## src/rtl/erma_pkg.sv

```systemverilog
package erma_pkg;

    localparam int ECHO_W  = 15;
    localparam int SCALE_W = 16;
    localparam int DIST_W  = 17;
    localparam int PROD_W  = ECHO_W + SCALE_W;
    localparam int FRAC_SHIFT = 8;

    localparam int CFG_IDX_W  = 2;
    localparam int CFG_DATA_W = 17;

    typedef logic [ECHO_W-1:0]     echo_t;
    typedef logic [SCALE_W-1:0]    scale_t;
    typedef logic [DIST_W-1:0]     dist_t;
    typedef logic [PROD_W-1:0]     prod_t;
    typedef logic [CFG_IDX_W-1:0]  cfg_idx_t;
    typedef logic [CFG_DATA_W-1:0] cfg_data_t;

    localparam cfg_idx_t REG_SCALE_FACTOR   = 2'd0;
    localparam cfg_idx_t REG_SEND_THRESHOLD = 2'd1;

    localparam scale_t SCALE_RESET  = 16'd1124;
    localparam dist_t  THRESH_RESET = 17'd7680;
    localparam dist_t  DIST_MAX     = 17'h1FFFF;

endpackage

```

## src/rtl/echo_range_moving_average_top.sv

```systemverilog
// Ultrasonic range filter with a moving average over the last WINDOW echoes.
// Input channel (s_*): one echo time in microseconds plus the link state per
// transfer; an echo time of zero marks a timeout and stores nothing.
// Result channel (m_*): one result per input transfer, in order, holding the
// converted distance, the mean of the stored samples and the send flag.
// Configuration channel (cfg_*): index 0 writes scale_factor, index 1 writes
// send_threshold; other indexes are dropped. cfg_ready is always high.
// One shared multiplier, one adder and a one-bit-per-cycle restoring divider
// run under a small sequencer, so s_ready is low while an item is in work.
// An item passes through the conversion (multiply, then saturate and store),
// the sum over the stored samples, a divide of SUM_W quotient bits (20 at
// WINDOW = 5) and the load of the output register; the next input is taken
// only once the sequencer is back in idle. A timeout on an empty ring skips
// the sum and the divide.
// The result waits in the output register while m_ready is low; the next
// input is still taken, and its result waits until the slot is free.
// Reset empties the ring, returns both registers to their defaults and
// drops m_valid.
module echo_range_moving_average_top #(
    parameter int WINDOW = 5
) (
    input  logic                      aclk,
    input  logic                      aresetn,

    input  logic                      cfg_valid,
    output logic                      cfg_ready,
    input  erma_pkg::cfg_idx_t        cfg_index,
    input  erma_pkg::cfg_data_t       cfg_data,

    input  logic                      s_valid,
    output logic                      s_ready,
    input  erma_pkg::echo_t           s_echo_time_us,
    input  logic                      s_link_connected,

    output logic                      m_valid,
    input  logic                      m_ready,
    output erma_pkg::dist_t           m_raw_distance,
    output logic                      m_raw_valid,
    output erma_pkg::dist_t           m_average_distance,
    output logic                      m_average_valid,
    output logic                      m_send_now
);

    localparam int CNT_W  = $clog2(WINDOW + 1);
    localparam int SLOT_W = (WINDOW > 1) ? $clog2(WINDOW) : 1;
    localparam int SUM_W  = erma_pkg::DIST_W + CNT_W;
    localparam int BIT_W  = $clog2(SUM_W);
    localparam int DW     = erma_pkg::DIST_W;

    localparam logic [2:0] ST_IDLE  = 3'd0;
    localparam logic [2:0] ST_MUL   = 3'd1;
    localparam logic [2:0] ST_STORE = 3'd2;
    localparam logic [2:0] ST_SUM   = 3'd3;
    localparam logic [2:0] ST_DIV   = 3'd4;
    localparam logic [2:0] ST_OUT   = 3'd5;

    logic [2:0]            state_reg;
    erma_pkg::scale_t      scale_reg;
    erma_pkg::dist_t       thresh_reg;
    erma_pkg::echo_t       echo_reg;
    logic                  link_reg;
    erma_pkg::prod_t       prod_reg;
    erma_pkg::dist_t       raw_reg;
    logic                  raw_ok_reg;
    erma_pkg::dist_t       ring_reg [WINDOW];
    logic [SLOT_W-1:0]     slot_reg;
    logic [CNT_W-1:0]      fill_reg;
    logic [SLOT_W-1:0]     idx_reg;
    logic [SUM_W-1:0]      acc_reg;
    logic [CNT_W-1:0]      rem_reg;
    logic [BIT_W-1:0]      bit_reg;

    logic                  m_valid_reg;
    erma_pkg::dist_t       m_raw_reg;
    logic                  m_raw_ok_reg;
    erma_pkg::dist_t       m_avg_reg;
    logic                  m_avg_ok_reg;
    logic                  m_send_reg;

    erma_pkg::dist_t       raw_sat;
    logic [CNT_W-1:0]      fill_next;
    logic                  store_en;
    logic [SUM_W-1:0]      acc_add;
    logic                  sum_last;
    logic [CNT_W:0]        rem_shift;
    logic                  rem_ge;
    logic [CNT_W:0]        rem_sub;
    logic                  out_free;
    logic                  avg_ok;
    erma_pkg::dist_t       avg_val;

    assign cfg_ready = 1'b1;
    assign s_ready   = (state_reg == ST_IDLE);
    assign out_free  = !m_valid_reg || m_ready;

    // Saturate (echo * scale) >> 8 to the 17-bit distance range.
    always_comb begin
        if (|prod_reg[erma_pkg::PROD_W-1:erma_pkg::FRAC_SHIFT+DW]) begin
            raw_sat = erma_pkg::DIST_MAX;
        end else begin
            raw_sat = prod_reg[erma_pkg::FRAC_SHIFT+DW-1:erma_pkg::FRAC_SHIFT];
        end
    end

    assign store_en  = (echo_reg != '0);
    assign fill_next = (store_en && (fill_reg != CNT_W'(WINDOW))) ?
                       fill_reg + CNT_W'(1) : fill_reg;

    assign acc_add  = acc_reg + SUM_W'(ring_reg[idx_reg]);
    assign sum_last = ((CNT_W'(idx_reg) + CNT_W'(1)) == fill_reg);

    assign rem_shift = {rem_reg, acc_reg[SUM_W-1]};
    assign rem_ge    = (rem_shift >= {1'b0, fill_reg});
    assign rem_sub   = rem_shift - {1'b0, fill_reg};

    assign avg_ok  = (fill_reg != '0);
    assign avg_val = avg_ok ? acc_reg[DW-1:0] : '0;

    always_ff @(posedge aclk) begin
        if (!aresetn) begin
            scale_reg  <= erma_pkg::SCALE_RESET;
            thresh_reg <= erma_pkg::THRESH_RESET;
        end else if (cfg_valid) begin
            unique case (cfg_index)
                erma_pkg::REG_SCALE_FACTOR: begin
                    scale_reg <= cfg_data[erma_pkg::SCALE_W-1:0];
                end
                erma_pkg::REG_SEND_THRESHOLD: begin
                    thresh_reg <= cfg_data[DW-1:0];
                end
                default: begin
                end
            endcase
        end
    end

    always_ff @(posedge aclk) begin
        if (!aresetn) begin
            state_reg <= ST_IDLE;
            slot_reg  <= '0;
            fill_reg  <= '0;
        end else begin
            unique case (state_reg)
                ST_IDLE: begin
                    if (s_valid) begin
                        echo_reg  <= s_echo_time_us;
                        link_reg  <= s_link_connected;
                        state_reg <= ST_MUL;
                    end
                end
                ST_MUL: begin
                    prod_reg  <= erma_pkg::prod_t'(echo_reg) * erma_pkg::prod_t'(scale_reg);
                    state_reg <= ST_STORE;
                end
                ST_STORE: begin
                    raw_ok_reg <= store_en;
                    raw_reg    <= store_en ? raw_sat : '0;
                    if (store_en) begin
                        ring_reg[slot_reg] <= raw_sat;
                        slot_reg <= (slot_reg == SLOT_W'(WINDOW - 1)) ?
                                    '0 : slot_reg + SLOT_W'(1);
                    end
                    fill_reg  <= fill_next;
                    acc_reg   <= '0;
                    idx_reg   <= '0;
                    state_reg <= (fill_next == '0) ? ST_OUT : ST_SUM;
                end
                ST_SUM: begin
                    acc_reg <= acc_add;
                    idx_reg <= idx_reg + SLOT_W'(1);
                    if (sum_last) begin
                        rem_reg   <= '0;
                        bit_reg   <= BIT_W'(SUM_W - 1);
                        state_reg <= ST_DIV;
                    end
                end
                ST_DIV: begin
                    // Restoring divide: the quotient shifts in from the bottom
                    // as the dividend shifts out of the top.
                    rem_reg <= rem_ge ? rem_sub[CNT_W-1:0] : rem_shift[CNT_W-1:0];
                    acc_reg <= {acc_reg[SUM_W-2:0], rem_ge};
                    bit_reg <= bit_reg - BIT_W'(1);
                    if (bit_reg == '0) begin
                        state_reg <= ST_OUT;
                    end
                end
                ST_OUT: begin
                    if (out_free) begin
                        state_reg <= ST_IDLE;
                    end
                end
                default: begin
                    state_reg <= ST_IDLE;
                end
            endcase
        end
    end

    always_ff @(posedge aclk) begin
        if (!aresetn) begin
            m_valid_reg <= 1'b0;
        end else if (state_reg == ST_OUT && out_free) begin
            m_valid_reg <= 1'b1;
        end else if (m_ready) begin
            m_valid_reg <= 1'b0;
        end
    end

    always_ff @(posedge aclk) begin
        if (state_reg == ST_OUT && out_free) begin
            m_raw_reg    <= raw_reg;
            m_raw_ok_reg <= raw_ok_reg;
            m_avg_reg    <= avg_val;
            m_avg_ok_reg <= avg_ok;
            m_send_reg   <= avg_ok && link_reg && (avg_val < thresh_reg);
        end
    end

    assign m_valid            = m_valid_reg;
    assign m_raw_distance     = m_raw_reg;
    assign m_raw_valid        = m_raw_ok_reg;
    assign m_average_distance = m_avg_reg;
    assign m_average_valid    = m_avg_ok_reg;
    assign m_send_now         = m_send_reg;

endmodule

```

## config.mk

```make
export PLATFORM = sky130hd
export DESIGN_NAME = echo_range_moving_average_top
export DESIGN_NICKNAME = d
export VERILOG_FILES = /design/src/rtl/erma_pkg.sv /design/src/rtl/echo_range_moving_average_top.sv
export SDC_FILE = /design/constraint.sdc
export NUM_CORES = 1
export LEC_CHECK = 0
export ABC_AREA = 1
export BUFFER_PORTS_ARGS = -buffer_cell sky130_fd_sc_hd__buf_4
export CORE_AREA = 4 4 276 278
export CTS_CLUSTER_DIAMETER = 200
export DETAILED_ROUTE_END_ITERATION = 16
export DIE_AREA = 0 0 280 282
export SLEW_MARGIN = 10
export SYNTH_ARGS = -nofsm -noshare
export SYNTH_HDL_FRONTEND = slang
export SYNTH_SLANG_ARGS = --single-unit
export TNS_END_PERCENT = 50
```

## constraint.sdc

```tcl
create_clock -name aclk -period 7.34 [get_ports aclk]
set_input_delay 0.367 -clock aclk [delete_from_list [all_inputs] [get_ports aclk]]
set_output_delay 0.367 -clock aclk [all_outputs]
set_load 0.01 [all_outputs]
```

==> impl_metrics.py, run 1 <==
metrics = {
    "final_layout": {
        "n_fill_cell": 7767,
        "n_antenna_cell": 0,
        "drive_gt1_share_pct": 7.87,
        "final_net_count": 2650,
        "area_growth_pct": 13.2,
        "regArea_um2": 7230,
        "largest_reg_flops": 85,
        "multiInputGateArea_um2": 10200,
        "stdcell_area_um2": 22300,
    },
    "floorplan": {
        "ios": 80,
        "fp.dieH_um": 282,
        "dieWidth_um": 280,
        "die-area_um2": 79000,
        "start_util_pct": 26.7,
        "core_um2": 73900,
        "fp-row-count": 100,
    },
    "logic_synthesis": {
        "ys_warn_count": 0,
        "ys.flop_type": "edfxtp_1",
        "ys_seq_area_share_pct": 36.7,
        "synth_async_sr_flop_share_pct": 0,
        "synth_area_leaders": "edfxtp_1 32%, fa_1 18%, inv_1 9.6%",
        "ys_top_cells_by_count": "504 x inv_1, 463 x nand2_1, 212 x nor2_1",
        "yosys.area.top_type": "edfxtp_1",
        "synth_area_um2": 19700,
        "synth.distinct_cells": 49,
        "synth_edf_count": 210,
        "ys_seq_elements": 256,
        "syn_inst": 2237,
        "syn_nets": 2593,
        "netlist.area_leader.share_pct": 32.0,
        "synth.most_common_cell": "inv_1",
        "syn_area_per_cell_um2": 8.81,
    },
    "drt": {
        "drt-met1-wl_um": 21900,
        "wl_met2_um": 24600,
        "ant_nets": 0,
        "avgViaCountPerCell": 4.43,
        "wl_per_cell_um": 15.3,
        "top_layer": "met4",
        "wl_met3_um": 2490,
        "drt_iter0_markers": 1060,
        "vias": 14500,
        "dr.pass1.iters": 5,
        "totalWireLength_um": 50300,
        "drc": 0,
    },
    "run": {
        "maxCapViolCount": 0,
    },
    "clocking": {
        "cts_resized": 0,
        "cts.root.buffer_cell": "clkbuf_16",
        "cts-buffers-inserted": 28,
        "path_clk_slew_ps": 70,
        "clkSinkCount": 256,
        "cts_max_level": 1,
        "clockBufferDepth": 3,
        "clk_latency_ps": 570,
        "cts_tree": "built",
    },
    "sta": {
        "hold_viol_final": 0,
        "setup_viol": 0,
        "tightest_slew_ps": 1140,
        "skew_ps": 9.39,
        "fin_setup_tns_ps": 0,
        "rsz0062_at_grt": "no",
        "finalCritPeriodShare_pct": 80.7,
        "slew_headroom_pct": 23.7,
        "slew_viol_final": 0,
        "fmax_ghz": 0.169,
        "period_minus_slack_ps": 5920,
    },
    "place": {
        "place_area_um2": 21300,
        "dp_hpwl_um": 38300,
        "port_buffers": 78,
        "routabilityCongestion": 0.886,
    },
    "power": {
        "peakVddDrop_mv": 0.381,
        "totalPowerFinal_mw": 8.84,
        "p_per_area_nw_per_um2": 396,
        "p_leak_nw": 10.7,
    },
    "worst_setup_path": {
        "worst_ep_arrival_time_ps": 6230,
        "startpoint_type": "flip-flop",
        "cp-end-kind": "flip-flop",
        "required_ps": 7650,
        "worstSetupPathType": "flip-flop to flip-flop",
        "path_max_fanout": 16,
    },
    "global_routing": {
        "grt_max_degree": 38,
        "overflow": 0,
        "grt_first_pass_wirelength_um": 81000,
        "antenna_found_initial": 0,
        "grt_use_total_pct": 12.9,
        "grt_pass1_vias": 14700,
    },
    "run_status": {
        "status": "finished clean",
    },
    "worst_hold_path": {
        "min_path_type": "input port to flip-flop",
    },
}
## cell usage in the layout, fill, tap and decap left out, types with 10 or more instances in the layout
| cell | instances |
|---|---|
| a21oi_1 | 76 |
| a31oi_1 | 20 |
| buf_4 | 91 |
| clkbuf_16 | 28 |
| clkinv_1 | 10 |
| dfxtp_1 | 46 |
| dlygate4sd3_1 | 16 |
| edfxtp_1 | 210 |
| fa_1 | 181 |
| ha_1 | 135 |
| inv_1 | 504 |
| nand2_1 | 463 |
| nand3_1 | 49 |
| nor2_1 | 208 |
| nor3_1 | 18 |
| o21ai_0 | 100 |
| or2_2 | 18 |
| xnor2_1 | 10 |
| xor2_1 | 16 |
## through the flow
| stage | utilization, % | setup WS (ps) | instances | hold slack (ps) |
|---|---|---|---|---|
| after CTS | 30.2 | 1460 | 3283 | 0.614 |
| after detailed placement | 28.8 | 1480 | 3217 | 407 |
| after global placement | 28.8 | 1460 | 3217 | 403 |
| after floorplan | - | 1920 | 2237 | 400 |
| final | 30.2 | 1420 | 3283 | 29.5 |
| after global routing | 30.2 | 1110 | 3283 | 21.3 |
## report_power, final
part | internal [mW] | switching (mW)
Clock | 0.773 | 0.590
Sequential | 1.95 | 0.170
Combinational | 1.86 | 3.50
## kinds of logic (layout without fill, tap and decap cells)
family,Yosys count,in the layout,share of synthesized area [%]
AO/OA/AOI/OAI,249,249,7.09
XOR/XNOR,26,26,1.15
adder cells (fa/ha/maj),316,316,26.9
buffers and inverters,590,667,11.6
flip-flops,256,256,36.7
other,1,1,0.0190
AND/OR/NAND/NOR,799,799,16.6
## critical path, cell delays in order, from the launching register on
cell and delay (ps):
edfxtp_1 650, nand2_1 170, inv_1 70, fa_1 530
inv_1 60, fa_1 580, inv_1 70, fa_1 480
fa_1 500, fa_1 490, inv_1 50, fa_1 480
inv_1 40, ha_1 340, a21oi_1 180, a21boi_0 410
o21ai_0 210, nand2_1 90, nand3_1 90, xor2_1 160
## path summary, 6_finish.rpt
kind / start / end / slack [ps] / cells after the start
worst max-delay path: echo_reg[1] / prod_reg[24] / 1420 / 19
worst min register to register: raw_reg[2] / m_raw_distance[2] / 420 / 0
worst min-delay path: cfg_data[0] / scale_reg[0] / 30 / 3
worst max register to register: echo_reg[1] / prod_reg[24] / 1420 / 19
## metal layers
metal	up-vias	GRT usage, %
li1	7040	-
met1	7033	16.9
met5	-	0
met2	367	22.4
met4	0	3.52
met3	92	1.59
## timing repair
| action | in CTS | in global routing |
|---|---|---|
| buffers inserted | 0 | 0 |
| hold buffers | 16 | 0 |
| endpoints found under the hold margin | 16 | 0 |
## final cells by class
class / instances / share of cell area, %
Inverter: 510 / 8.58
Multi-Input combinational cell: 1391 / 45.9
Timing Repair Buffer: 107 / 3.78
Sequential cell: 256 / 32.4
Clock buffer: 37 / 3.29
Tap cell: 969 / 5.43
Clock inverter: 13 / 0.611
(Power assumes the default switching activity.)
==> run 2, diff against run 1 <==
Clock period 7.34 ns to 5.7 ns, I/O delays scaled along.
==> run 2 against run 1 <==
  * Total power is 42% higher
  * Flip-flop and latch count stayed put
  * Non-clock buffer count up 89
  * Sequential power up 25%
  * Sequential share of layout area shrank 1.5 points
  * Critical path type unchanged
  * Critical endpoint is now prod_reg[28]
  * Largest power group unchanged
==> impl_metrics.py, run 2 (same netlist as run 1, synthesis figures left out) <==
metrics = {
    "run_status": {
        "status": "finished clean",
    },
    "sta": {
        "skew_ps": 14.4,
        "slew_viol_final": 0,
        "finalWorstSetupSlack_ps": 263,
        "setup_viol": 0,
        "hold_viol_final": 0,
        "slew_headroom_pct": 21.8,
        "finalCritPeriodShare_pct": 95.4,
        "period_minus_slack_ps": 5440,
        "fmax_ghz": 0.184,
        "tightest_slew_ps": 1160,
    },
    "floorplan": {
        "start_util_pct": 26.7,
        "dieWidth_um": 280,
        "die-area_um2": 79000,
        "fp-row-count": 100,
        "ios": 80,
        "core_um2": 73900,
        "fp.dieH_um": 282,
    },
    "clocking": {
        "cts_max_level": 1,
        "clockBufferDepth": 3,
        "clkSinkCount": 256,
        "cts_tree": "built",
        "cts-buffers-inserted": 28,
        "cts.root.buffer_cell": "clkbuf_16",
        "clk_latency_ps": 580,
        "path_clk_slew_ps": 60,
    },
    "worst_setup_path": {
        "worst_ep_arrival_time_ps": 5760,
        "worstSetupPathType": "flip-flop to flip-flop",
        "reg2reg_from": "echo_reg[13]",
        "crit_slowest_cell": "fa_1",
        "crit_chain": "buf_4 -> nand2_1 -> inv_1 -> fa_1 -> inv_1 -> fa_1 -> fa_1 -> inv_1 -> fa_1 -> fa_1 -> ha_1 -> ha_1 -> nand2_1 -> o21ai_1 -> nand2_1 -> o211ai_1 -> a31oi_2 -> buf_4 -> nand3_1 -> nand2_1",
        "cp_common_cell": "fa_1",
        "cp_num_buf_inv": 5,
        "cp-end-kind": "flip-flop",
        "startpoint_type": "flip-flop",
        "critPathLaunch": "echo_reg[13]",
        "required_ps": 6030,
        "path_delay_family": "adder cells",
        "max_stage_delay_ps": 540,
        "path_max_fanout": 6,
    },
    "final_layout": {
        "regArea_um2": 7240,
        "final_net_count": 2739,
        "stdcell_area_um2": 23500,
        "n_fill_cell": 7705,
        "area_growth_pct": 19.0,
        "n_antenna_cell": 0,
        "drive_gt1_share_pct": 13.0,
        "layout_common_cells": "504 x inv_1, 457 x nand2_1, 210 x edfxtp_1, 203 x nor2_1, 178 x fa_1",
        "layout_commonest_cell": "inv_1",
        "multiInputGateArea_um2": 10400,
        "largest_reg_flops": 85,
    },
    "drt": {
        "totalWireLength_um": 49700,
        "drc": 0,
        "avgViaCountPerCell": 4.37,
        "drt_iter0_markers": 1029,
        "vias": 14800,
        "ant_nets": 0,
        "wl_per_cell_um": 14.7,
        "dr.pass1.iters": 5,
    },
    "place": {
        "dp_hpwl_um": 38400,
        "routabilityCongestion": 0.869,
        "dp_slack_ps": -69.7,
        "port_buffers": 78,
        "place_area_um2": 21700,
    },
    "power": {
        "p_leak_nw": 11.2,
        "peakVddDrop_mv": 0.642,
        "p_per_area_nw_per_um2": 535,
    },
    "global_routing": {
        "use_met2_pct": 22.1,
        "grt_use_total_pct": 12.7,
        "overflow": 0,
        "grt_max_degree": 38,
        "grt_first_pass_wirelength_um": 80900,
        "grt_use_met3_pct": 1.58,
        "grt_pass1_vias": 14900,
        "grt-busiest-layer": "met2",
        "grtUsageMet1_pct": 16.7,
        "antenna_found_initial": 0,
    },
    "worst_hold_path": {
        "hp-start": "cfg_data[8]",
        "min_path_type": "input port to flip-flop",
    },
    "run": {
        "maxCapViolCount": 0,
    },
}
## run 2: worst paths after layout
check	endpoint	slack [ps]	cells past startpoint
hold reg to reg	m_raw_distance[7]	410	0
hold / removal	scale_reg[8]	50	3
setup / recovery	prod_reg[28]	260	20
setup reg to reg	prod_reg[28]	260	20
## run 2: power by group
part | switching [mW] | internal (mW)
Clock | 0.792 | 1.19
Combinational | 4.90 | 3.00
Sequential | 0.142 | 2.52
## run 2: metal layers
metal	share of wire (%)	vias up
li1	-	7219
met1	44	7092
met2	48	371
met3	5.0	76
met4	2.9	0
met5	0	-
## run 2: layout make-up
class,count,area share [%]
flip-flops and latches,256,30.9
inverters,510,8.16
clock inverters,17,1.05
repair buffers,196,7.15
multi-input cells,1391,44.4
well taps,969,5.17
clock buffers,35,3.27
## run 2: per-stage QoR
step / util [%] / power [mW] / hold WS [ps] / setup TNS (ps) / std cells
final: 31.7 / 12.5 / 45.5 / 0 / 3374
after global routing: 31.7 / 13.8 / 45.9 / -10.1 / 3374
after CTS: 31.2 / 12.0 / 3.56 / 0 / 3355
after detailed placement: 29.3 / 9.95 / 405 / -69.7 / 3269
after global placement: 29.3 / 9.95 / 403 / -126 / 3269
after floorplan: - / 7.71 / 384 / 0 / 2237
## run 2: what timing repair did
item	in CTS	in global routing
hold buffers	32	0
hold endpoints to repair	41	0
buffers inserted	2	19
pin swaps	0	12
endpoints found under the setup margin	1	19
resized for setup	1	56
## run 2: worst reg2reg max path: stages, from the launching register on
cell and delay (ps):
edfxtp_1 530, buf_4 200, nand2_1 60, inv_1 60, fa_1 490, inv_1 50
fa_1 500, fa_1 540, inv_1 50, fa_1 500, fa_1 490, ha_1 310
ha_1 380, nand2_1 150, o21ai_1 270, nand2_1 90, o211ai_1 170, a31oi_2 80
buf_4 150, nand3_1 70, nand2_1 50
